$ cat src/sv/terminal_line_editor_assert.svh
// Assertion macros shared by the terminal line editor.
`ifndef TERMINAL_LINE_EDITOR_ASSERT_SVH
`define TERMINAL_LINE_EDITOR_ASSERT_SVH

// Condition in the same cycle implies a consequence in the same cycle.
`define TLE_ASSERT_SAME(label, ante, cons) \
    label: assert property (@(posedge i_clk) disable iff (!i_rst_n) (ante) |-> (cons)) \
        else $error("terminal_line_editor: assertion failed");

// Condition implies a consequence in the following cycle.
`define TLE_ASSERT_NEXT(label, ante, cons) \
    label: assert property (@(posedge i_clk) disable iff (!i_rst_n) (ante) |=> (cons)) \
        else $error("terminal_line_editor: assertion failed");

`endif

$ cat src/sv/tle_pkg.sv
// Shared types and constants of the terminal line editor.
`timescale 1ns / 1ps

package tle_pkg;

    localparam int LINE_DEPTH = 32;
    localparam int LINE_AW    = $clog2(LINE_DEPTH);
    localparam int LIMIT_W    = 6;
    localparam int LEN_W      = 5;

    localparam logic [LIMIT_W-1:0] LIMIT_RESET = 6'd32;
    localparam logic [LIMIT_W-1:0] LIMIT_MIN   = 6'd2;

    localparam logic [7:0] CH_BS    = 8'd8;
    localparam logic [7:0] CH_DEL   = 8'd127;
    localparam logic [7:0] CH_CR    = 8'd13;
    localparam logic [7:0] CH_LF    = 8'd10;
    localparam logic [7:0] CH_SPACE = 8'd32;

    typedef enum logic [1:0] {
        KIND_ECHO = 2'd0,
        KIND_CHAR = 2'd1,
        KIND_END  = 2'd2
    } t_kind;

    typedef enum logic [1:0] {
        ECHO_NONE = 2'd0,
        ECHO_CHR  = 2'd1,
        ECHO_BS   = 2'd2,
        ECHO_NL   = 2'd3
    } t_echo;

    typedef enum logic [2:0] {
        S_IDLE = 3'd0,
        S_ECHO = 3'd1,
        S_PREP = 3'd2,
        S_CHAR = 3'd3,
        S_END  = 3'd4
    } t_bstate;

    // One classified request handed from the front to the back.
    typedef struct packed {
        t_echo            echo;
        logic [7:0]       ch;
        logic             complete;
        logic [LEN_W-1:0] length;
    } t_cmd;

    // Line buffer write from the front.
    typedef struct packed {
        logic               en;
        logic [LINE_AW-1:0] addr;
        logic [7:0]         data;
    } t_wr;

endpackage

$ cat src/sv/tle_front.sv
// Front end: accepts received bytes, edits the fill count and classifies each request.
`timescale 1ns / 1ps

module tle_front import tle_pkg::*; (
    input  logic               i_clk,
    input  logic               i_rst_n,
    input  logic               i_cfg_we,
    input  logic [LIMIT_W-1:0] i_cfg_data,
    input  logic               i_in_valid,
    output logic               o_in_ready,
    input  logic [7:0]         i_rx_char,
    input  logic               i_full,
    output logic               o_push,
    output t_cmd               o_cmd,
    output t_wr                o_wr,
    input  logic               i_line_done,
    output logic               o_busy
);

    logic [LIMIT_W-1:0] r_limit;
    logic [LEN_W-1:0]   r_count;
    logic [LEN_W-1:0]   n_count;
    logic               r_busy;
    logic               n_busy;

    logic [LIMIT_W-1:0] w_lim;
    logic [LEN_W-1:0]   w_thr;
    logic               w_bs;
    logic               w_nl;
    logic               w_pr;
    logic               w_accept;
    logic [LEN_W-1:0]   w_cnt;
    logic               w_complete;
    t_echo              w_echo;

    always_comb begin
        if (r_limit < LIMIT_MIN) begin
            w_lim = LIMIT_MIN;
        end else if (r_limit > LIMIT_W'(LINE_DEPTH)) begin
            w_lim = LIMIT_W'(LINE_DEPTH);
        end else begin
            w_lim = r_limit;
        end
    end

    assign w_thr = LEN_W'(w_lim - 1'b1);

    assign w_bs = (i_rx_char == CH_BS) || (i_rx_char == CH_DEL);
    assign w_nl = (i_rx_char == CH_CR) || (i_rx_char == CH_LF);
    assign w_pr = (i_rx_char >= CH_SPACE) && (i_rx_char < CH_DEL);

    always_comb begin
        w_cnt  = r_count;
        w_echo = ECHO_NONE;
        if (w_bs) begin
            if (r_count != '0) begin
                w_cnt  = r_count - 1'b1;
                w_echo = ECHO_BS;
            end
        end else if (w_nl) begin
            w_echo = ECHO_NL;
        end else if (w_pr) begin
            w_cnt  = r_count + 1'b1;
            w_echo = ECHO_CHR;
        end
    end

    assign w_complete = w_nl || (w_cnt >= w_thr);

    assign o_in_ready = !r_busy && !i_full;
    assign w_accept   = i_in_valid && o_in_ready;
    assign o_push     = w_accept && ((w_echo != ECHO_NONE) || w_complete);

    assign o_cmd.echo     = w_echo;
    assign o_cmd.ch       = i_rx_char;
    assign o_cmd.complete = w_complete;
    assign o_cmd.length   = w_cnt;

    assign o_wr.en   = w_accept && w_pr;
    assign o_wr.addr = LINE_AW'(r_count);
    assign o_wr.data = i_rx_char;

    assign o_busy = r_busy;

    always_comb begin
        n_count = r_count;
        n_busy  = r_busy;
        if (w_accept) begin
            n_count = w_complete ? '0 : w_cnt;
        end
        if (o_push && w_complete) begin
            n_busy = 1'b1;
        end else if (i_line_done) begin
            n_busy = 1'b0;
        end
    end

    always_ff @(posedge i_clk) begin
        if (!i_rst_n) begin
            r_limit <= LIMIT_RESET;
            r_count <= '0;
            r_busy  <= 1'b0;
        end else begin
            if (i_cfg_we) begin
                r_limit <= i_cfg_data;
            end
            r_count <= n_count;
            r_busy  <= n_busy;
        end
    end

endmodule

$ cat src/sv/tle_cmd_fifo.sv
// Two-entry request queue between the front and the back.
`timescale 1ns / 1ps

module tle_cmd_fifo import tle_pkg::*; (
    input  logic i_clk,
    input  logic i_rst_n,
    input  logic i_push,
    input  t_cmd i_data,
    output logic o_full,
    input  logic i_pop,
    output t_cmd o_data,
    output logic o_empty
);

    t_cmd       r_mem [2];
    logic       r_wp;
    logic       r_rp;
    logic [1:0] r_cnt;

    assign o_full  = (r_cnt == 2'd2);
    assign o_empty = (r_cnt == 2'd0);
    assign o_data  = r_mem[r_rp];

    always_ff @(posedge i_clk) begin
        if (i_push) begin
            r_mem[r_wp] <= i_data;
        end
    end

    always_ff @(posedge i_clk) begin
        if (!i_rst_n) begin
            r_wp  <= 1'b0;
            r_rp  <= 1'b0;
            r_cnt <= 2'd0;
        end else begin
            if (i_push) begin
                r_wp <= !r_wp;
            end
            if (i_pop) begin
                r_rp <= !r_rp;
            end
            case ({i_push, i_pop})
                2'b10:   r_cnt <= r_cnt + 2'd1;
                2'b01:   r_cnt <= r_cnt - 2'd1;
                default: r_cnt <= r_cnt;
            endcase
        end
    end

endmodule

$ cat src/sv/tle_back.sv
// Back end: line buffer and the sequencer that emits echo, line and line-end results.
`timescale 1ns / 1ps

module tle_back import tle_pkg::*; (
    input  logic             i_clk,
    input  logic             i_rst_n,
    input  t_wr              i_wr,
    input  logic             i_empty,
    input  t_cmd             i_cmd,
    output logic             o_pop,
    output logic             o_line_done,
    output logic             o_out_valid,
    input  logic             i_out_ready,
    output logic [1:0]       o_out_kind,
    output logic [7:0]       o_out_char,
    output logic [LEN_W-1:0] o_line_length,
    output logic             o_last
);

    logic [7:0]         r_line [LINE_DEPTH];
    logic [7:0]         r_rd_data;

    t_bstate            r_state;
    t_bstate            n_state;
    t_cmd               r_cmd;
    logic [1:0]         r_step;
    logic [LINE_AW-1:0] r_idx;

    logic               r_out_valid;
    t_kind              r_out_kind;
    logic [7:0]         r_out_char;
    logic [LEN_W-1:0]   r_out_len;
    logic               r_out_last;

    logic               w_load;
    logic               w_echo_final;
    logic               w_line_final;
    logic               w_emit;
    t_kind              w_kind;
    logic [7:0]         w_char;
    logic [LEN_W-1:0]   w_len;
    logic               w_last;

    assign w_load       = !r_out_valid || i_out_ready;
    assign w_echo_final = (r_cmd.echo != ECHO_BS) || (r_step == 2'd2);
    assign w_line_final = (LEN_W'(r_idx) == r_cmd.length - 1'b1);

    // Next state.
    always_comb begin
        n_state = r_state;
        case (r_state)
            S_IDLE: begin
                if (!i_empty) begin
                    if (i_cmd.echo != ECHO_NONE) begin
                        n_state = S_ECHO;
                    end else if (i_cmd.length != '0) begin
                        n_state = S_PREP;
                    end else begin
                        n_state = S_END;
                    end
                end
            end
            S_ECHO: begin
                if (w_load && w_echo_final) begin
                    if (!r_cmd.complete) begin
                        n_state = S_IDLE;
                    end else if (r_cmd.length != '0) begin
                        n_state = S_PREP;
                    end else begin
                        n_state = S_END;
                    end
                end
            end
            S_PREP: begin
                n_state = S_CHAR;
            end
            S_CHAR: begin
                if (w_load) begin
                    n_state = w_line_final ? S_END : S_PREP;
                end
            end
            S_END: begin
                if (w_load) begin
                    n_state = S_IDLE;
                end
            end
            default: begin
                n_state = S_IDLE;
            end
        endcase
    end

    // Outputs of the sequencer.
    always_comb begin
        o_pop       = 1'b0;
        o_line_done = 1'b0;
        w_emit      = 1'b0;
        w_kind      = KIND_ECHO;
        w_char      = '0;
        w_len       = '0;
        w_last      = 1'b0;
        case (r_state)
            S_IDLE: begin
                o_pop = !i_empty;
            end
            S_ECHO: begin
                w_emit = w_load;
                w_last = w_echo_final && !r_cmd.complete;
                case (r_cmd.echo)
                    ECHO_BS:  w_char = (r_step == 2'd1) ? CH_SPACE : CH_BS;
                    ECHO_NL:  w_char = CH_LF;
                    default:  w_char = r_cmd.ch;
                endcase
            end
            S_CHAR: begin
                w_emit = w_load;
                w_kind = KIND_CHAR;
                w_char = r_rd_data;
            end
            S_END: begin
                w_emit      = w_load;
                w_kind      = KIND_END;
                w_len       = r_cmd.length;
                w_last      = 1'b1;
                o_line_done = w_load;
            end
            default: begin
                w_emit = 1'b0;
            end
        endcase
    end

    // The front never writes while a line is being read out.
    always_ff @(posedge i_clk) begin
        if (i_wr.en) begin
            r_line[i_wr.addr] <= i_wr.data;
        end
        r_rd_data <= r_line[r_idx];
    end

    always_ff @(posedge i_clk) begin
        if (o_pop) begin
            r_cmd <= i_cmd;
        end
        if (w_emit) begin
            r_out_kind <= w_kind;
            r_out_char <= w_char;
            r_out_len  <= w_len;
            r_out_last <= w_last;
        end
    end

    always_ff @(posedge i_clk) begin
        if (!i_rst_n) begin
            r_state     <= S_IDLE;
            r_step      <= '0;
            r_idx       <= '0;
            r_out_valid <= 1'b0;
        end else begin
            r_state <= n_state;
            if (o_pop) begin
                r_step <= '0;
                r_idx  <= '0;
            end else begin
                if (r_state == S_ECHO && w_load) begin
                    r_step <= r_step + 2'd1;
                end
                if (r_state == S_CHAR && w_load) begin
                    r_idx <= r_idx + 1'b1;
                end
            end
            if (w_emit) begin
                r_out_valid <= 1'b1;
            end else if (i_out_ready) begin
                r_out_valid <= 1'b0;
            end
        end
    end

    assign o_out_valid   = r_out_valid;
    assign o_out_kind    = r_out_kind;
    assign o_out_char    = r_out_char;
    assign o_line_length = r_out_len;
    assign o_last        = r_out_last;

endmodule

$ cat src/sv/terminal_line_editor.sv
// Top level of the terminal line editor: front end, request queue and back end.
// Path: a byte's request is written into the queue and popped into the sequencer, which
// loads its results into the output register; each line character takes a buffer read in
// S_PREP and a hand-off in S_CHAR, and a backspace echoes BS, space, BS. The queue takes
// bytes one per cycle until full, and input waits from a completion until its line end loads.
// Reset (synchronous, active low) clears count, queue, sequencer; line_limit becomes 32.
`timescale 1ns / 1ps
`include "terminal_line_editor_assert.svh"

module terminal_line_editor import tle_pkg::*; (
    input  logic               i_clk,
    input  logic               i_rst_n,
    // Configuration: line_limit.
    input  logic               i_cfg_we,
    input  logic [LIMIT_W-1:0] i_cfg_data,
    // Received byte requests.
    input  logic               i_in_valid,
    output logic               o_in_ready,
    input  logic [7:0]         i_rx_char,
    // Result requests.
    output logic               o_out_valid,
    input  logic               i_out_ready,
    output logic [1:0]         o_out_kind,
    output logic [7:0]         o_out_char,
    output logic [LEN_W-1:0]   o_line_length,
    output logic               o_last
);

    // Classified requests travel from the front to the back through a short queue, so the
    // front keeps taking keystrokes while the back waits on a stalled output.
    logic w_push;
    logic w_pop;
    logic w_full;
    logic w_empty;
    t_cmd w_cmd_in;
    t_cmd w_cmd_out;
    t_wr  w_wr;
    logic w_line_done;
    logic w_busy;

    tle_front u_front (
        .i_clk       (i_clk),
        .i_rst_n     (i_rst_n),
        .i_cfg_we    (i_cfg_we),
        .i_cfg_data  (i_cfg_data),
        .i_in_valid  (i_in_valid),
        .o_in_ready  (o_in_ready),
        .i_rx_char   (i_rx_char),
        .i_full      (w_full),
        .o_push      (w_push),
        .o_cmd       (w_cmd_in),
        .o_wr        (w_wr),
        .i_line_done (w_line_done),
        .o_busy      (w_busy)
    );

    tle_cmd_fifo u_fifo (
        .i_clk   (i_clk),
        .i_rst_n (i_rst_n),
        .i_push  (w_push),
        .i_data  (w_cmd_in),
        .o_full  (w_full),
        .i_pop   (w_pop),
        .o_data  (w_cmd_out),
        .o_empty (w_empty)
    );

    // The back end owns the line buffer; the front writes it as printable bytes arrive.
    tle_back u_back (
        .i_clk         (i_clk),
        .i_rst_n       (i_rst_n),
        .i_wr          (w_wr),
        .i_empty       (w_empty),
        .i_cmd         (w_cmd_out),
        .o_pop         (w_pop),
        .o_line_done   (w_line_done),
        .o_out_valid   (o_out_valid),
        .i_out_ready   (i_out_ready),
        .o_out_kind    (o_out_kind),
        .o_out_char    (o_out_char),
        .o_line_length (o_line_length),
        .o_last        (o_last)
    );

    // A line-end result always closes the results of its request.
    `TLE_ASSERT_SAME(a_end_is_last, o_out_valid && (o_out_kind == KIND_END), o_last)
    // A delivered character is never the final result of a request.
    `TLE_ASSERT_SAME(a_char_not_last, o_out_valid && (o_out_kind == KIND_CHAR), !o_last)
    // The line buffer is never written while a completed line waits to be read out.
    `TLE_ASSERT_SAME(a_no_write_busy, w_wr.en, !w_busy)
    // After a completion is queued the front holds off further input.
    `TLE_ASSERT_NEXT(a_hold_after_done, w_push && w_cmd_in.complete, !o_in_ready)

endmodule

$ cat config.mk
export PLATFORM = sky130hd
export DESIGN_NAME = terminal_line_editor
export DESIGN_NICKNAME = d
export VERILOG_FILES = /design/src/sv/tle_pkg.sv /design/src/sv/tle_front.sv /design/src/sv/tle_cmd_fifo.sv /design/src/sv/tle_back.sv /design/src/sv/terminal_line_editor.sv
export VERILOG_INCLUDE_DIRS = /design/src /design/src/sv
export SDC_FILE = /design/constraint.sdc
export NUM_CORES = 1
export LEC_CHECK = 0
export BUFFER_PORTS_ARGS = -buffer_cell sky130_fd_sc_hd__buf_2
export CORE_ASPECT_RATIO = 1.2
export CORE_MARGIN = 2
export CORE_UTILIZATION = 55
export DETAILED_ROUTE_END_ITERATION = 7
export PLACE_DENSITY = 0.8
export RECOVER_POWER = 25
export SLEW_MARGIN = 10
export SYNTH_ARGS = -nofsm -noshare
export SYNTH_HDL_FRONTEND = slang
export SYNTH_SLANG_ARGS = --single-unit
$ cat constraint.sdc
create_clock -name i_clk -period 5.55 [get_ports i_clk]
set_input_delay 0.2775 -clock i_clk [delete_from_list [all_inputs] [get_ports i_clk]]
set_output_delay 0.2775 -clock i_clk [all_outputs]
set_load 0.01 [all_outputs]
* Word level (Yosys, flattened, before mapping) *
Memories as Yosys holds them, arrays and structs flattened. A register that Yosys moved wholly into a read port is not among the register bits.
Cells that the tools add are included.

storage, ports and cells
  register bits = 59
  bits in writable memories = 288
  bits of input ports = 19
  output and inout bits = 18
  logic and storage cells = 131
  memories = 2

operators by class
  $add $sub $neg = 8
  $lt $le $gt $ge = 5
  equality and inequality tests = 21
  muxes and demuxes = 40
  bitwise logic cells = 1
  reductions and logical operators = 36

memory list
  name           words  bits a word  rd ports  clocked after Yosys merged registers in  write ports  line                source
  u_back.r_line  32     8            1         1                                        1            tle_back.sv:20      logic [7:0] r_line [LINE_DEPTH];
  u_fifo.r_mem   2      16           1         1                                        1            tle_cmd_fifo.sv:15  t_cmd r_mem [2];

operators with widths
  cell                   number
  $mux W5                7
  $pmux W8 S2            2
  $mux W3                9
  $eq A8 B4 Y1 const B   3
  $pmux W3 S5            1
  $reduce_bool A5 Y1     3
  $sub A5 B1 Y5 const B  3
  $mux W1                14
  $add A5 B1 Y5 const B  2
  $eq A2 B2 Y1 const B   5
  $logic_and A1 B1 Y1    10
  $reduce_bool A2 Y1     5
  $eq A8 B7 Y1 const B   1
  $ge A8 B6 Y1 const B   1
  $lt A8 B7 Y1 const B   1
  $pmux W2 S2            2
  $logic_not A1 Y1       7
  $eq A3 B2 Y1 const B   2
  $gt A6 B6 Y1 const B   1
  $logic_or A1 B1 Y1     6
  $lt A6 B2 Y1 const B   1
  $mux W2                3
  $mux W6                1
  $ne A2 B1 Y1 const B   3
  15 further kinds       18

* Longest topological paths before layout *
Gate-level depths: netlist of the first run.

  word-level depth = 11
  mapped depth = 16

* Hierarchy *
Synthesis of the first run repeated with hierarchy kept, for this count alone.

second synthesis, totals
  cells, all modules = 911
  area total of the unflattened synthesis = 14659.1 µm²

modules (own cells, without submodules)
  module        times used  cells an instance  area each (µm²)
  tle_back      1           702                12144.1
  tle_cmd_fifo  1           72                 1367.6
  tle_front     1           137                1147.4

* Worst setup path after synthesis of the first run *
Ideal clock, no wire load.

  kind = input port to flip-flop
  from = input i_rx_char[7]
  to = register u_fifo.r_cnt[1]
  arrival = 3475 ps
  data required time = 5474 ps
  slack = 1999 ps
  stages = 14
  path buffers = 0
  path through = nand2b_1 nor3_1 o22a_1 nor2_1 xnor2_1 inv_1 ha_1 nand2b_4 a2111o_1 a311oi_2 a41o_1 ha_1 or3_1 a21boi_0

RTL lines
  item                  line                        source
  from (decl)           terminal_line_editor.sv:19  input logic [7:0] i_rx_char,
  to (signal assigned)  tle_cmd_fifo.sv:43          2'b10: r_cnt <= r_cnt + 2'd1;
  to (signal assigned)  tle_cmd_fifo.sv:44          2'b01: r_cnt <= r_cnt - 2'd1;
  to (signal assigned)  tle_cmd_fifo.sv:45          default: r_cnt <= r_cnt;
  to (decl)             tle_cmd_fifo.sv:18          logic [1:0] r_cnt;

==> impl_metrics.csv, run 1 <==
group,metric,value,unit
drt,dr.pass1.iters,5,
placed_design,dpl.hpwl,18700,microns
critical_path,worst_ep_required_time,5.98,ns
layout,antenna_cells,0,
critical_path,worstPathBufferInverterCount,2,
hold_path,hold_path_startpoint,"i_cfg_data[2]",
layout,mostFrequentLayoutCell,"sky130_fd_sc_hd__edfxtp_1",
layout,most-common-layout-cells,"sky130_fd_sc_hd__edfxtp_1, sky130_fd_sc_hd__nor2_1, sky130_fd_sc_hd__mux4_2, sky130_fd_sc_hd__clkbuf_16, sky130_fd_sc_hd__dfxtp_1",
floorplanning,boundaryPins,37,
sta,clock-skew-final,0.0263,ns
yosys,syn_inst,799,
drt,route.antenna.remaining_nets,0,
yosys,syn-mean-instance-area,18.0,sq um
layout,layout.nets,893,
yosys,synth_top_cell_area_share,0.668,
sta,max_slew.worst_pin.slew,1.56,ns
critical_path,start_kind,"input port",
global_route,first_pass_grt_wire_length,44600,microns
critical_path,critical_path.reg2reg.startpoint,"u_front.r_count[0]",
placed_design,placer_congestion,0.860,
critical_path,worst_r2r_path_depth,14,
clock_network,htree_levels,2,
hold_path,min_path_type,"input port to flop",
yosys,post_synth_main_area_contributors,"sky130_fd_sc_hd__edfxtp_1, sky130_fd_sc_hd__mux4_2, sky130_fd_sc_hd__dfxtp_1",
clock_network,cts_max_path_buffers,3,
yosys,synth_ff_type,"sky130_fd_sc_hd__edfxtp_1",
clock_network,cts_hold_buf,1,
floorplanning,initial_utilization,0.562,
power,p_sw_frac,0.235,
yosys,postSynthNetCount,835,
power,p_per_area,385,mW/mm^2
power,p_sw,0.00145,W
run_status,status,"finished, violations left",
drt,vias_per_cell,6.10,
drt,dr_total_vias,7394,
power,combPwrFrac,0.105,
yosys,postSynth.asyncResetShare,0,
power,power.internal,0.00472,W
placed_design,place_worst_setup_slack,0.895,ns
sta,finalHoldViolCount,0,
yosys,synth_cell_area,0.0144,sq mm
hold_path,holdPathStages,3,
clock_network,post_cts_resized,0,
global_route,number_of_antenna_violations_at_the_first_check_in_global_routing,0,
drt,route.detailed.drc,0,
clock_network,postCtsSetupRepairBufs,0,
floorplanning,coreArea,0.0256,sq mm
run,max-cap-violations,4,
critical_path,worst_path_largest_cell_delay,1.16,ns
power,peakVddDrop,259,uV
global_route,gr-total-overflow,0,
critical_path,timing_worst_setup_path_type,"input port to flop",
layout,drive_above_1_share,0.215,
yosys,yosysUniqueCellTypes,55,
global_route,grt_util_all_layers,0.221,
layout,area_growth_syn_to_layout,11.3,%
yosys,postSynthRegisterBits,356,
clock_network,cts_inserted_buffers,36,
critical_path,cpMaxStageDelayCell,"sky130_fd_sc_hd__clkbuf_1",
drt,wirelength_per_cell,24.3,microns
yosys,synth_enable_flop_cells,320,
clock_network,worst_skew_pair.late_latency,0.53,ns
power,seq_power_share,0.520,
sta,post-route-period-util,0.856,
power,leakagePower,5.15,nW
critical_path,worstPathArrival,5.18,ns
run_status,violations,"capacitance limit, slew limit",
clock_network,cts.clk_slew.worst_paths,0.06,ns
sta,final-setup-viol-count,0,
sta,slew_viol_final,73,
global_route,grt_pass1_vias,7624,
power,p_total,0.00617,W
sta,maxSlewHeadroom,-0.0431,
sta,min_period,4.75,ns
drt,drt-total-wl,29400,microns
placed_design,portBuffers,36,
clock_network,cts_sinks,356,
floorplanning,die_h,181,microns
sta,fmax,211,MHz
hold_path,min_to,"u_front.r_limit[2]",
floorplanning,placement_rows,64,
sta,fin_tns_setup,0,ns
sta,unrepaired_setup_endpoints_after_global_routing,"false",
clock_network,cts_tree,"done",
clock_network,clock_tree.root_cell,"sky130_fd_sc_hd__clkbuf_16",
sta,setup_ws,0.801,ns
yosys,yosys_warn_count,0,
yosys,post_synth_top_area_cell,"sky130_fd_sc_hd__edfxtp_1",
critical_path,crit_path_max_fanout,37,
global_route,grt_start_max_net_pins,39,
floorplanning,die_width,152,microns
critical_path,r2r_end,"u_fifo.r_cnt[1]",
yosys,synth.yosys.seq_area_share,0.718,
critical_path,worst_setup_path_end_kind,"flop",
power,clkPwrFrac,0.375,
floorplanning,design.die.area,0.0275,sq mm
critical_path,worstPathCellList,"clkbuf_1, clkbuf_1, nor3_1, and3_2, or2_2, o22a_1, a21oi_1, ha_1, o21ai_0, or2b_2, a311oi_2, a41o_1, ha_1, or3_1, a21boi_0",
drt,drt_iter0_markers,817,
critical_path,worst-r2r-setup-slack,1.46,ns
critical_path,worst_path_dominant_cell_family,"compound AO/OA/AOI/OAI gates",
==> flip-flops by register name, summed over array words and instances, names as in the netlist, 2 cells and up, named ones only <==
signal                flops
u_fifo.r_mem             32
u_back.o_out_char         8
u_front.r_count           5
u_back.r_rd_data          8
u_back.o_line_length      5
u_back.r_idx              5
u_back.r_step             2
u_back.o_out_kind         2
u_back.r_line           256
u_back.r_cmd             16
u_back.r_state            3
u_fifo.r_cnt              2
u_front.r_limit           6
==> synthesized netlist by cell type, types with 2 or more instances <==
cell type and count:
sky130_fd_sc_hd__o2111a_1 2, sky130_fd_sc_hd__inv_1 19, sky130_fd_sc_hd__mux2i_1 24, sky130_fd_sc_hd__a211oi_1 4, sky130_fd_sc_hd__a31oi_1 4, sky130_fd_sc_hd__nor3b_1 3
sky130_fd_sc_hd__nand2_1 23, sky130_fd_sc_hd__nor2b_1 9, sky130_fd_sc_hd__and3_1 3, sky130_fd_sc_hd__nor4b_1 3, sky130_fd_sc_hd__nand4_1 4, sky130_fd_sc_hd__nor2_1 73
sky130_fd_sc_hd__a21oi_1 11, sky130_fd_sc_hd__edfxtp_1 320, sky130_fd_sc_hd__o31a_1 2, sky130_fd_sc_hd__o211ai_1 4, sky130_fd_sc_hd__dfxtp_1 36, sky130_fd_sc_hd__nand2b_1 6
sky130_fd_sc_hd__mux4_2 72, sky130_fd_sc_hd__or2_2 2, sky130_fd_sc_hd__a22oi_1 13, sky130_fd_sc_hd__o21ai_1 2, sky130_fd_sc_hd__or3_1 5, sky130_fd_sc_hd__xor2_1 9
sky130_fd_sc_hd__xnor2_1 8, sky130_fd_sc_hd__buf_4 3, sky130_fd_sc_hd__and4_1 2, sky130_fd_sc_hd__buf_2 8, sky130_fd_sc_hd__nand3b_1 2, sky130_fd_sc_hd__ha_1 17
sky130_fd_sc_hd__buf_1 7, sky130_fd_sc_hd__clkbuf_1 9, sky130_fd_sc_hd__nand3_1 8, sky130_fd_sc_hd__o21ai_0 12, sky130_fd_sc_hd__a22o_1 3, sky130_fd_sc_hd__nor3_1 9
sky130_fd_sc_hd__and2_1 7, sky130_fd_sc_hd__mux2_2 16, sky130_fd_sc_hd__o22a_1 2, sky130_fd_sc_hd__or2b_2 2, sky130_fd_sc_hd__buf_6 5, sky130_fd_sc_hd__o21a_1 13
==> metal layers <==
layer / routed length (microns) / GRT usage
met4: 973 / 0.0815
met3: 2010 / 0.0386
met5: 0 / 0
met1: 11000 / 0.280
met2: 15400 / 0.382
==> final cells by class <==
cell class | instances | area [sq um]
well taps | 330 | 413
inverters | 19 | 71.3
clock buffers | 47 | 942
fillers | 1739 | 9600
multi-input cells | 392 | 3810
clock inverters | 16 | 170
flip-flops and latches | 356 | 10300
repair buffers | 52 | 278
==> through the flow <==
step / utilization / area, sq um / hold slack, ns / std cells
3_3_place_gp: 0.582 / 14900 / 0.506 / 1148
2_1_floorplan: - / 14400 / 0.376 / 799
4_1_cts: 0.626 / 16000 / 0.0133 / 1212
3_5_place_dp: 0.582 / 14900 / 0.513 / 1148
6_report: 0.625 / 16000 / 0.0258 / 1212
5_1_grt: 0.625 / 16000 / 0.0310 / 1212
==> cell families (layout without fill, tap and decap cells) <==
| logic type | Yosys count | count (layout) | synth area share |
|---|---|---|---|
| buffers and inverters | 51 | 134 | 0.0174 |
| XOR/XNOR | 17 | 17 | 0.0103 |
| flip-flops | 356 | 356 | 0.718 |
| AO/OA/AOI/OAI | 81 | 81 | 0.0416 |
| AND/OR/NAND/NOR | 165 | 165 | 0.0562 |
| adder cells (fa/ha/maj) | 17 | 17 | 0.0148 |
| multiplexers | 112 | 112 | 0.142 |
==> worst reg2reg max path: cells and delay by family, from the launching register on <==
family	cells	cell delay (ns)
flip-flops	1	0.48
AND/OR/NAND/NOR	2	0.68
buffers and inverters	2	0.23
adder cells (fa/ha/maj)	3	0.86
AO/OA/AOI/OAI	7	1.76
==> how the worst max path moves through the flow <==
stage	start	end	slack, ns	cells after the start
finish	i_rx_char[0]	u_fifo.r_cnt[1]	0.80	15
global route	i_rx_char[0]	u_fifo.r_cnt[1]	0.54	15
CTS	i_rx_char[1]	u_fifo.r_cnt[1]	1.41	14
detailed placement	i_rx_char[1]	u_fifo.r_cnt[1]	0.89	14
global placement	i_rx_char[1]	u_fifo.r_cnt[1]	1.17	14
floorplan	i_rx_char[7]	u_fifo.r_cnt[1]	2.00	14
==> power groups by stage <==
stage	sequential (W)	clock (W)	combinational, W
after floorplan	0.00322	0	0.000492
after global placement	0.00326	0	0.000621
after detailed placement	0.00327	0	0.000646
after CTS	0.00321	0.00234	0.000655
after global routing	0.00323	0.00244	0.000725
final	0.00321	0.00231	0.000650
Power figures use the tool's default switching activity.
==> run 2, diff against run 1 <==
--- a/config.mk
+++ b/config.mk
@@ -12,7 +12,6 @@
 export CORE_UTILIZATION = 55
 export DETAILED_ROUTE_END_ITERATION = 7
 export PLACE_DENSITY = 0.8
-export RECOVER_POWER = 25
 export SLEW_MARGIN = 10
 export SYNTH_ARGS = -nofsm -noshare
 export SYNTH_HDL_FRONTEND = slang
==> impl_metrics.csv, run 2 (synthesis results as in run 1) <==
group,metric,value,unit
power,p_per_area,385,mW/mm^2
sta,unrepaired_setup_endpoints_after_global_routing,"false",
placed_design,portBuffers,36,
critical_path,worst_setup_path_end_kind,"flop",
drt,route.detailed.drc,0,
global_route,grt_start_max_net_pins,39,
global_route,gr-total-overflow,0,
layout,drive_above_1_share,0.227,
layout,final_core_utilization,0.626,
placed_design,placer_congestion,0.860,
power,combPwrFrac,0.105,
clock_network,worst_skew_pair.late_latency,0.53,ns
sta,max_slew.worst_pin.slew,1.14,ns
sta,slew_viol_final,0,
layout,fin_area,0.0160,sq mm
clock_network,post_cts_resized,0,
layout,fill_cell_count,1732,
drt,dr_total_vias,7473,
clock_network,cts_inserted_buffers,36,
run,max-cap-violations,0,
placed_design,placed_cells,1148,
power,power.internal,0.00472,W
clock_network,cts_max_path_buffers,3,
floorplanning,die_h,181,microns
floorplanning,design.die.area,0.0275,sq mm
drt,drt_iter0_markers,832,
floorplanning,initial_utilization,0.562,
sta,post-route-period-util,0.770,
clock_network,htree_levels,2,
layout,reg.largest.list,"u_back.r_line x256, u_fifo.r_mem x32, u_back.r_cmd x16",
layout,area_growth_syn_to_layout,11.5,%
global_route,grt_pass1_vias,7624,
layout,layout.nets,893,
layout,most-common-layout-cells,"sky130_fd_sc_hd__edfxtp_1, sky130_fd_sc_hd__nor2_1, sky130_fd_sc_hd__mux4_2, sky130_fd_sc_hd__clkbuf_16, sky130_fd_sc_hd__buf_2",
hold_path,min_path_type,"input port to flop",
power,leakagePower,5.18,nW
critical_path,worst-r2r-setup-slack,1.46,ns
layout,mostFrequentLayoutCell,"sky130_fd_sc_hd__edfxtp_1",
critical_path,r2r_end,"u_fifo.r_cnt[1]",
global_route,global_route.usage.met1,0.280,
drt,route.antenna.remaining_nets,0,
critical_path,worstPathArrival,4.71,ns
layout,antenna_cells,0,
global_route,grt_util_all_layers,0.221,
clock_network,postCtsSetupRepairBufs,0,
layout,registers.top_by_ff_count,"u_back.r_line",
power,p_sw,0.00145,W
critical_path,worst_r2r_path_depth,13,
placed_design,dpl.hpwl,18700,microns
hold_path,min_to,"u_front.r_limit[2]",
floorplanning,coreArea,0.0256,sq mm
global_route,met3_usage,0.0386,
critical_path,worst_ep_required_time,5.98,ns
critical_path,timing_worst_setup_path_type,"input port to flop",
floorplanning,boundaryPins,37,
hold_path,holdPathStages,3,
critical_path,start_kind,"input port",
drt,dr.pass1.iters,6,
sta,maxSlewHeadroom,0.237,
clock_network,clock_tree.root_cell,"sky130_fd_sc_hd__clkbuf_16",
drt,vias_per_cell,6.17,
sta,clock-skew-final,0.0278,ns
hold_path,hold_path_startpoint,"i_cfg_data[2]",
sta,final-setup-viol-count,0,
sta,fin_tns_setup,0,ns
power,seq_power_share,0.520,
run_status,status,"finished clean",
power,peakVddDrop,257,uV
clock_network,cts_tree,"done",
critical_path,crit_path_max_fanout,38,
power,clkPwrFrac,0.375,
global_route,number_of_antenna_violations_at_the_first_check_in_global_routing,0,
global_route,first_pass_grt_wire_length,44600,microns
sta,fmax,234,MHz
sta,min_period,4.28,ns
floorplanning,placement_rows,64,
clock_network,cts_sinks,356,
power,p_sw_frac,0.236,
drt,wirelength_per_cell,24.3,microns
floorplanning,die_width,152,microns
placed_design,postPlaceCellArea,0.0149,sq mm
drt,drt-total-wl,29500,microns
clock_network,cts.clk_slew.worst_paths,0.06,ns
sta,finalHoldViolCount,0,
layout,largest_reg_flops,256,
layout,final_cells,1212,
global_route,grt.busiest_layer,"met2",
critical_path,critical_path.reg2reg.startpoint,"u_front.r_count[2]",
global_route,grt_use_met2,0.382,
run 2: worst max-delay path, cell delays in order:
cell                       delay (ns)
sky130_fd_sc_hd__buf_2           0.50
sky130_fd_sc_hd__nand4_1         0.24
sky130_fd_sc_hd__nor3_1          0.49
sky130_fd_sc_hd__o22ai_1         0.28
sky130_fd_sc_hd__o22a_1          0.26
sky130_fd_sc_hd__a21oi_1         0.37
sky130_fd_sc_hd__ha_1            0.30
sky130_fd_sc_hd__o21ai_0         0.13
sky130_fd_sc_hd__or2b_2          0.31
sky130_fd_sc_hd__a311oi_2        0.40
sky130_fd_sc_hd__a41o_1          0.30
sky130_fd_sc_hd__ha_1            0.28
sky130_fd_sc_hd__or3_1           0.37
sky130_fd_sc_hd__a21boi_0        0.17
run 2: what timing repair did:
item | CTS | global route
hold buffers | 1 | 0
setup endpoints to repair | 0 | 0
endpoints found under the hold margin | 1 | 0
run 2: worst max path at each step:
stage                 start               to  slack (ns)
6_report       i_rx_char[1]  u_fifo.r_cnt[1]        1.27
5_1_grt        i_rx_char[1]  u_fifo.r_cnt[1]        0.92
4_1_cts        i_rx_char[1]  u_fifo.r_cnt[1]        1.41
3_5_place_dp   i_rx_char[1]  u_fifo.r_cnt[1]        0.89
3_3_place_gp   i_rx_char[1]  u_fifo.r_cnt[1]        1.17
2_1_floorplan  i_rx_char[7]  u_fifo.r_cnt[1]        2.00
run 2: layout make-up:
cell class	count	area [sq um]	area share
repair buffers	52	303	0.0189
clock buffers	47	942	0.0587
flip-flops and latches	356	10300	0.644
clock inverters	16	170	0.0106
inverters	19	71.3	0.00444
well taps	330	413	0.0257
multi-input cells	392	3810	0.237
run 2: power groups by stage:
stage | sequential [W] | combinational (W) | clock, W
after floorplan | 0.00322 | 0.000492 | 0
after CTS | 0.00321 | 0.000655 | 0.00234
final | 0.00321 | 0.000652 | 0.00231
after global placement | 0.00326 | 0.000621 | 0
after detailed placement | 0.00327 | 0.000646 | 0
after global routing | 0.00323 | 0.000727 | 0.00244
run 2: metal layers:
layer | up-vias | wire length, microns
li1 | 3282 | -
met1 | 3797 | 11200
met2 | 327 | 15500
met3 | 67 | 1810
met4 | 0 | 947
met5 | - | 0
run 2: metrics by stage:
step           setup WS (ns)  total power [W]  hold slack [ns]
6_report                1.27          0.00618           0.0260
4_1_cts                 1.41          0.00621           0.0133
3_5_place_dp           0.895          0.00391            0.513
5_1_grt                0.921          0.00640           0.0310
3_3_place_gp            1.17          0.00388            0.506
2_1_floorplan           2.00          0.00371            0.376
==> run 3, diff against run 2 <==
--- a/config.mk
+++ b/config.mk
@@ -6,6 +6,7 @@
 export SDC_FILE = /design/constraint.sdc
 export NUM_CORES = 1
 export LEC_CHECK = 0
+export ABC_AREA = 1
 export BUFFER_PORTS_ARGS = -buffer_cell sky130_fd_sc_hd__buf_2
 export CORE_ASPECT_RATIO = 1.2
 export CORE_MARGIN = 2
==> constraint.sdc (replaced) <==
create_clock -name i_clk -period 4.1 [get_ports i_clk]
set_input_delay 0.205 -clock i_clk [delete_from_list [all_inputs] [get_ports i_clk]]
set_output_delay 0.205 -clock i_clk [all_outputs]
set_load 0.01 [all_outputs]
==> impl_metrics.csv, run 3 <==
group,metric,value,unit
critical_path,worstPathBufferInverterCount,3,
sta,post-route-period-util,0.835,
drt,dr.pass1.iters,8,
placed_design,portBuffers,36,
layout,reg.largest.list,"u_back.r_line x256, u_fifo.r_mem x32, u_back.r_cmd x16",
run_status,status,"finished clean",
critical_path,critPathMostFrequentCell,"sky130_fd_sc_hd__nand2_1",
drt,route.antenna.remaining_nets,0,
layout,antenna_cells,0,
layout,fin_area,0.0165,sq mm
global_route,grt_pass1_vias,9855,
yosys,postSynthRegisterBits,356,
global_route,gr-total-overflow,0,
yosys,yosysUniqueCellTypes,40,
floorplanning,die_h,184,microns
clock_network,cts_sinks,356,
floorplanning,coreArea,0.0269,sq mm
sta,finalHoldViolCount,0,
floorplanning,die_width,154,microns
placed_design,postPlaceCellArea,0.0154,sq mm
critical_path,worst_setup_path_end_kind,"flop",
drt,dr_total_vias,10300,
yosys,synth_top_cell_area_share,0.644,
clock_network,cts_hold_buf,10,
drt,wirelength_per_cell,20.1,microns
yosys,syn-mean-instance-area,11.4,sq um
critical_path,worstPathArrival,3.90,ns
yosys,post_synth_main_area_contributors,"sky130_fd_sc_hd__edfxtp_1, sky130_fd_sc_hd__nand2_1, sky130_fd_sc_hd__dfxtp_1",
sta,fin_tns_setup,0,ns
yosys,postSynthNetCount,1351,
yosys,synth.yosys.seq_area_share,0.692,
sta,unrepaired_setup_endpoints_after_global_routing,"false",
clock_network,cts.clk_slew.worst_paths,0.06,ns
critical_path,worst-r2r-setup-slack,0.68,ns
critical_path,worst_r2r_path_depth,21,
critical_path,worstSetupEndpoint,"u_fifo.r_cnt[1]",
global_route,number_of_antenna_violations_at_the_first_check_in_global_routing,0,
floorplanning,initial_utilization,0.554,
placed_design,dpl.hpwl,21100,microns
layout,seq_area,0.0103,sq mm
layout,most-common-layout-cells,"sky130_fd_sc_hd__edfxtp_1, sky130_fd_sc_hd__nand2_1, sky130_fd_sc_hd__nor2_1, sky130_fd_sc_hd__o21ai_0, sky130_fd_sc_hd__nand3_1",
drt,drt_iter0_markers,1240,
yosys,syn_inst,1315,
critical_path,critical_path.reg2reg.startpoint,"u_front.r_limit[2]",
yosys,postSynth.asyncResetShare,0,
yosys,yosys_warn_count,0,
clock_network,post_cts_resized,0,
layout,multi_input_comb_area,0.00398,sq mm
critical_path,worst_path_largest_cell_delay,0.36,ns
layout,mostFrequentLayoutCell,"sky130_fd_sc_hd__edfxtp_1",
critical_path,cpMaxStageDelayCell,"sky130_fd_sc_hd__o21ai_0",
power,peakVddDrop,338,uV
yosys,synth_ff_type,"sky130_fd_sc_hd__edfxtp_1",
hold_path,min_path_type,"input port to flop",
run,max-cap-violations,0,
power,p_per_area,516,mW/mm^2
clock_network,postCtsSetupRepairBufs,0,
yosys,synth_enable_flop_cells,320,
sta,clock-skew-final,0.0175,ns
layout,fill_cell_count,1993,
layout,area_growth_syn_to_layout,10.6,%
layout,layout.nets,1386,
clock_network,cts_max_path_buffers,3,
yosys,yosys-top-cells-count,"sky130_fd_sc_hd__edfxtp_1, sky130_fd_sc_hd__nand2_1, sky130_fd_sc_hd__nor2_1",
clock_network,htree_levels,1,
critical_path,worst_ep_required_time,4.57,ns
floorplanning,design.die.area,0.0285,sq mm
drt,drt-total-wl,34400,microns
floorplanning,placement_rows,66,
global_route,grt_util_all_layers,0.240,
clock_network,worst_skew_pair.late_latency,0.57,ns
layout,drive_above_1_share,0.0946,
sta,min_period,3.42,ns
critical_path,r2r_end,"u_fifo.r_cnt[1]",
drt,route.detailed.drc,0,
sta,max_slew.worst_pin.slew,1.14,ns
layout,largest_reg_flops,256,
global_route,grt_start_max_net_pins,109,
critical_path,worstSetupPathDepth,21,
layout,registers.top_by_ff_count,"u_back.r_line",
critical_path,timing_worst_setup_path_type,"flop to flop",
critical_path,worst_path_dominant_cell_family,"simple AND/OR/NAND/NOR gates",
critical_path,worstPathCellList,"inv_1, nand4_1, o21ai_0, nand2_1, o21ai_0, inv_1, ha_1, nand3_1, xnor2_1, ha_1, nand2_1, inv_1, nand2_1, nand2_1, nor2_1, nand3_1, o21ai_2, ha_1, nor2_1, a21oi_1, nor3_1",
critical_path,crit_path_max_fanout,5,
sta,fmax,292,MHz
sta,maxSlewHeadroom,0.237,
yosys,post_synth_top_area_cell,"sky130_fd_sc_hd__edfxtp_1",
sta,slew_viol_final,0,
placed_design,placer_congestion,0.874,
sta,final-setup-viol-count,0,
critical_path,critical_path_source,"u_front.r_limit[2]",
floorplanning,boundaryPins,37,
critical_path,start_kind,"flop",
clock_network,cts_tree,"done",
global_route,first_pass_grt_wire_length,52900,microns
power,leakagePower,6.01,nW
yosys,synth.most_common_cell,"sky130_fd_sc_hd__edfxtp_1",
clock_network,cts_inserted_buffers,30,
yosys,synth_cell_area,0.0149,sq mm
drt,vias_per_cell,5.98,
clock_network,clock_tree.root_cell,"sky130_fd_sc_hd__clkbuf_16",
run 3: cell types whose count changed in the layout (fill, tap and decap cells not counted), sizes merged, moves of 12 or more:
cell | before | now
nor2 | 73 | 179
o221ai | 0 | 26
nand2 | 23 | 267
o22ai | 1 | 16
mux4 | 72 | 0
a21oi | 11 | 41
o21ai | 14 | 120
nand3 | 8 | 105
a22oi | 13 | 0
inv | 20 | 79
mux2 | 16 | 0
o21a | 13 | 1
mux2i | 24 | 0
run 3: worst min path at each step:
stage                       start                   to  slack [ns]  cells after the start
detailed placement  i_cfg_data[5]   u_front.r_limit[5]        0.42                      3
CTS                 i_cfg_data[1]   u_front.r_limit[1]       0.008                      3
finish              i_cfg_data[1]   u_front.r_limit[1]        0.01                      3
global placement    i_cfg_data[5]   u_front.r_limit[5]        0.42                      3
floorplan            i_rx_char[0]  u_back.r_line[0][0]        0.30                      0
global route        i_cfg_data[1]   u_front.r_limit[1]        0.04                      3
run 3: per-stage QoR:
stage | total power, W | hold WS [ns] | instances | setup slack, ns | util
detailed placement | 0.00561 | 0.421 | 1648 | 0.700 | 0.571
floorplan | 0.00522 | 0.304 | 1315 | 0.830 | -
CTS | 0.00852 | 0.00829 | 1714 | 0.711 | 0.613
finish | 0.00853 | 0.0138 | 1714 | 0.678 | 0.613
global placement | 0.00556 | 0.420 | 1648 | 0.885 | 0.571
global route | 0.00884 | 0.0360 | 1714 | 0.344 | 0.613
run 3: cell families (layout without fill, tap and decap cells):
logic type / count (synthesis) / count (layout) / share of synthesized area
buffers and inverters: 143 / 202 / 0.0412
adder cells (fa/ha/maj): 17 / 17 / 0.0143
AO/OA/AOI/OAI: 219 / 219 / 0.0864
XOR/XNOR: 9 / 9 / 0.00528
AND/OR/NAND/NOR: 571 / 571 / 0.161
flip-flops: 356 / 356 / 0.692
run 3: area by class of cell:
cell class	instances	share of cell area
Clock inverter	10	0.00970
Tap cell	340	0.0258
Clock buffer	46	0.0533
Multi-Input combinational cell	816	0.241
Inverter	83	0.0189
Sequential cell	356	0.626
Timing Repair Buffer	63	0.0255
run 3: routing by layer:
metal	track usage	routed length, microns	vias up	share of wire
met3	0.0310	2950	96	0.086
met2	0.410	17100	532	0.50
met4	0.101	1290	0	0.038
li1	-	-	4700	-
met1	0.314	13000	4927	0.38
met5	0	0	-	0
run 3: power breakdown:
part | switching, W | total (W) | internal, W
clock network | 0.00123 | 0.00296 | 0.00173
logic | 0.000839 | 0.00120 | 0.000361
registers | 0.000136 | 0.00437 | 0.00423
run 3: worst register-to-register path, stage by stage (launching register included):
cell and delay, ns:
sky130_fd_sc_hd__dfxtp_1 0.32, sky130_fd_sc_hd__inv_1 0.08, sky130_fd_sc_hd__nand4_1 0.13, sky130_fd_sc_hd__o21ai_0 0.36, sky130_fd_sc_hd__nand2_1 0.08, sky130_fd_sc_hd__o21ai_0 0.11, sky130_fd_sc_hd__inv_1 0.07, sky130_fd_sc_hd__ha_1 0.22
sky130_fd_sc_hd__nand3_1 0.10, sky130_fd_sc_hd__xnor2_1 0.12, sky130_fd_sc_hd__ha_1 0.28, sky130_fd_sc_hd__nand2_1 0.11, sky130_fd_sc_hd__inv_1 0.05, sky130_fd_sc_hd__nand2_1 0.07, sky130_fd_sc_hd__nand2_1 0.05, sky130_fd_sc_hd__nor2_1 0.08
sky130_fd_sc_hd__nand3_1 0.20, sky130_fd_sc_hd__o21ai_2 0.21, sky130_fd_sc_hd__ha_1 0.27, sky130_fd_sc_hd__nor2_1 0.16, sky130_fd_sc_hd__a21oi_1 0.09, sky130_fd_sc_hd__nor3_1 0.18
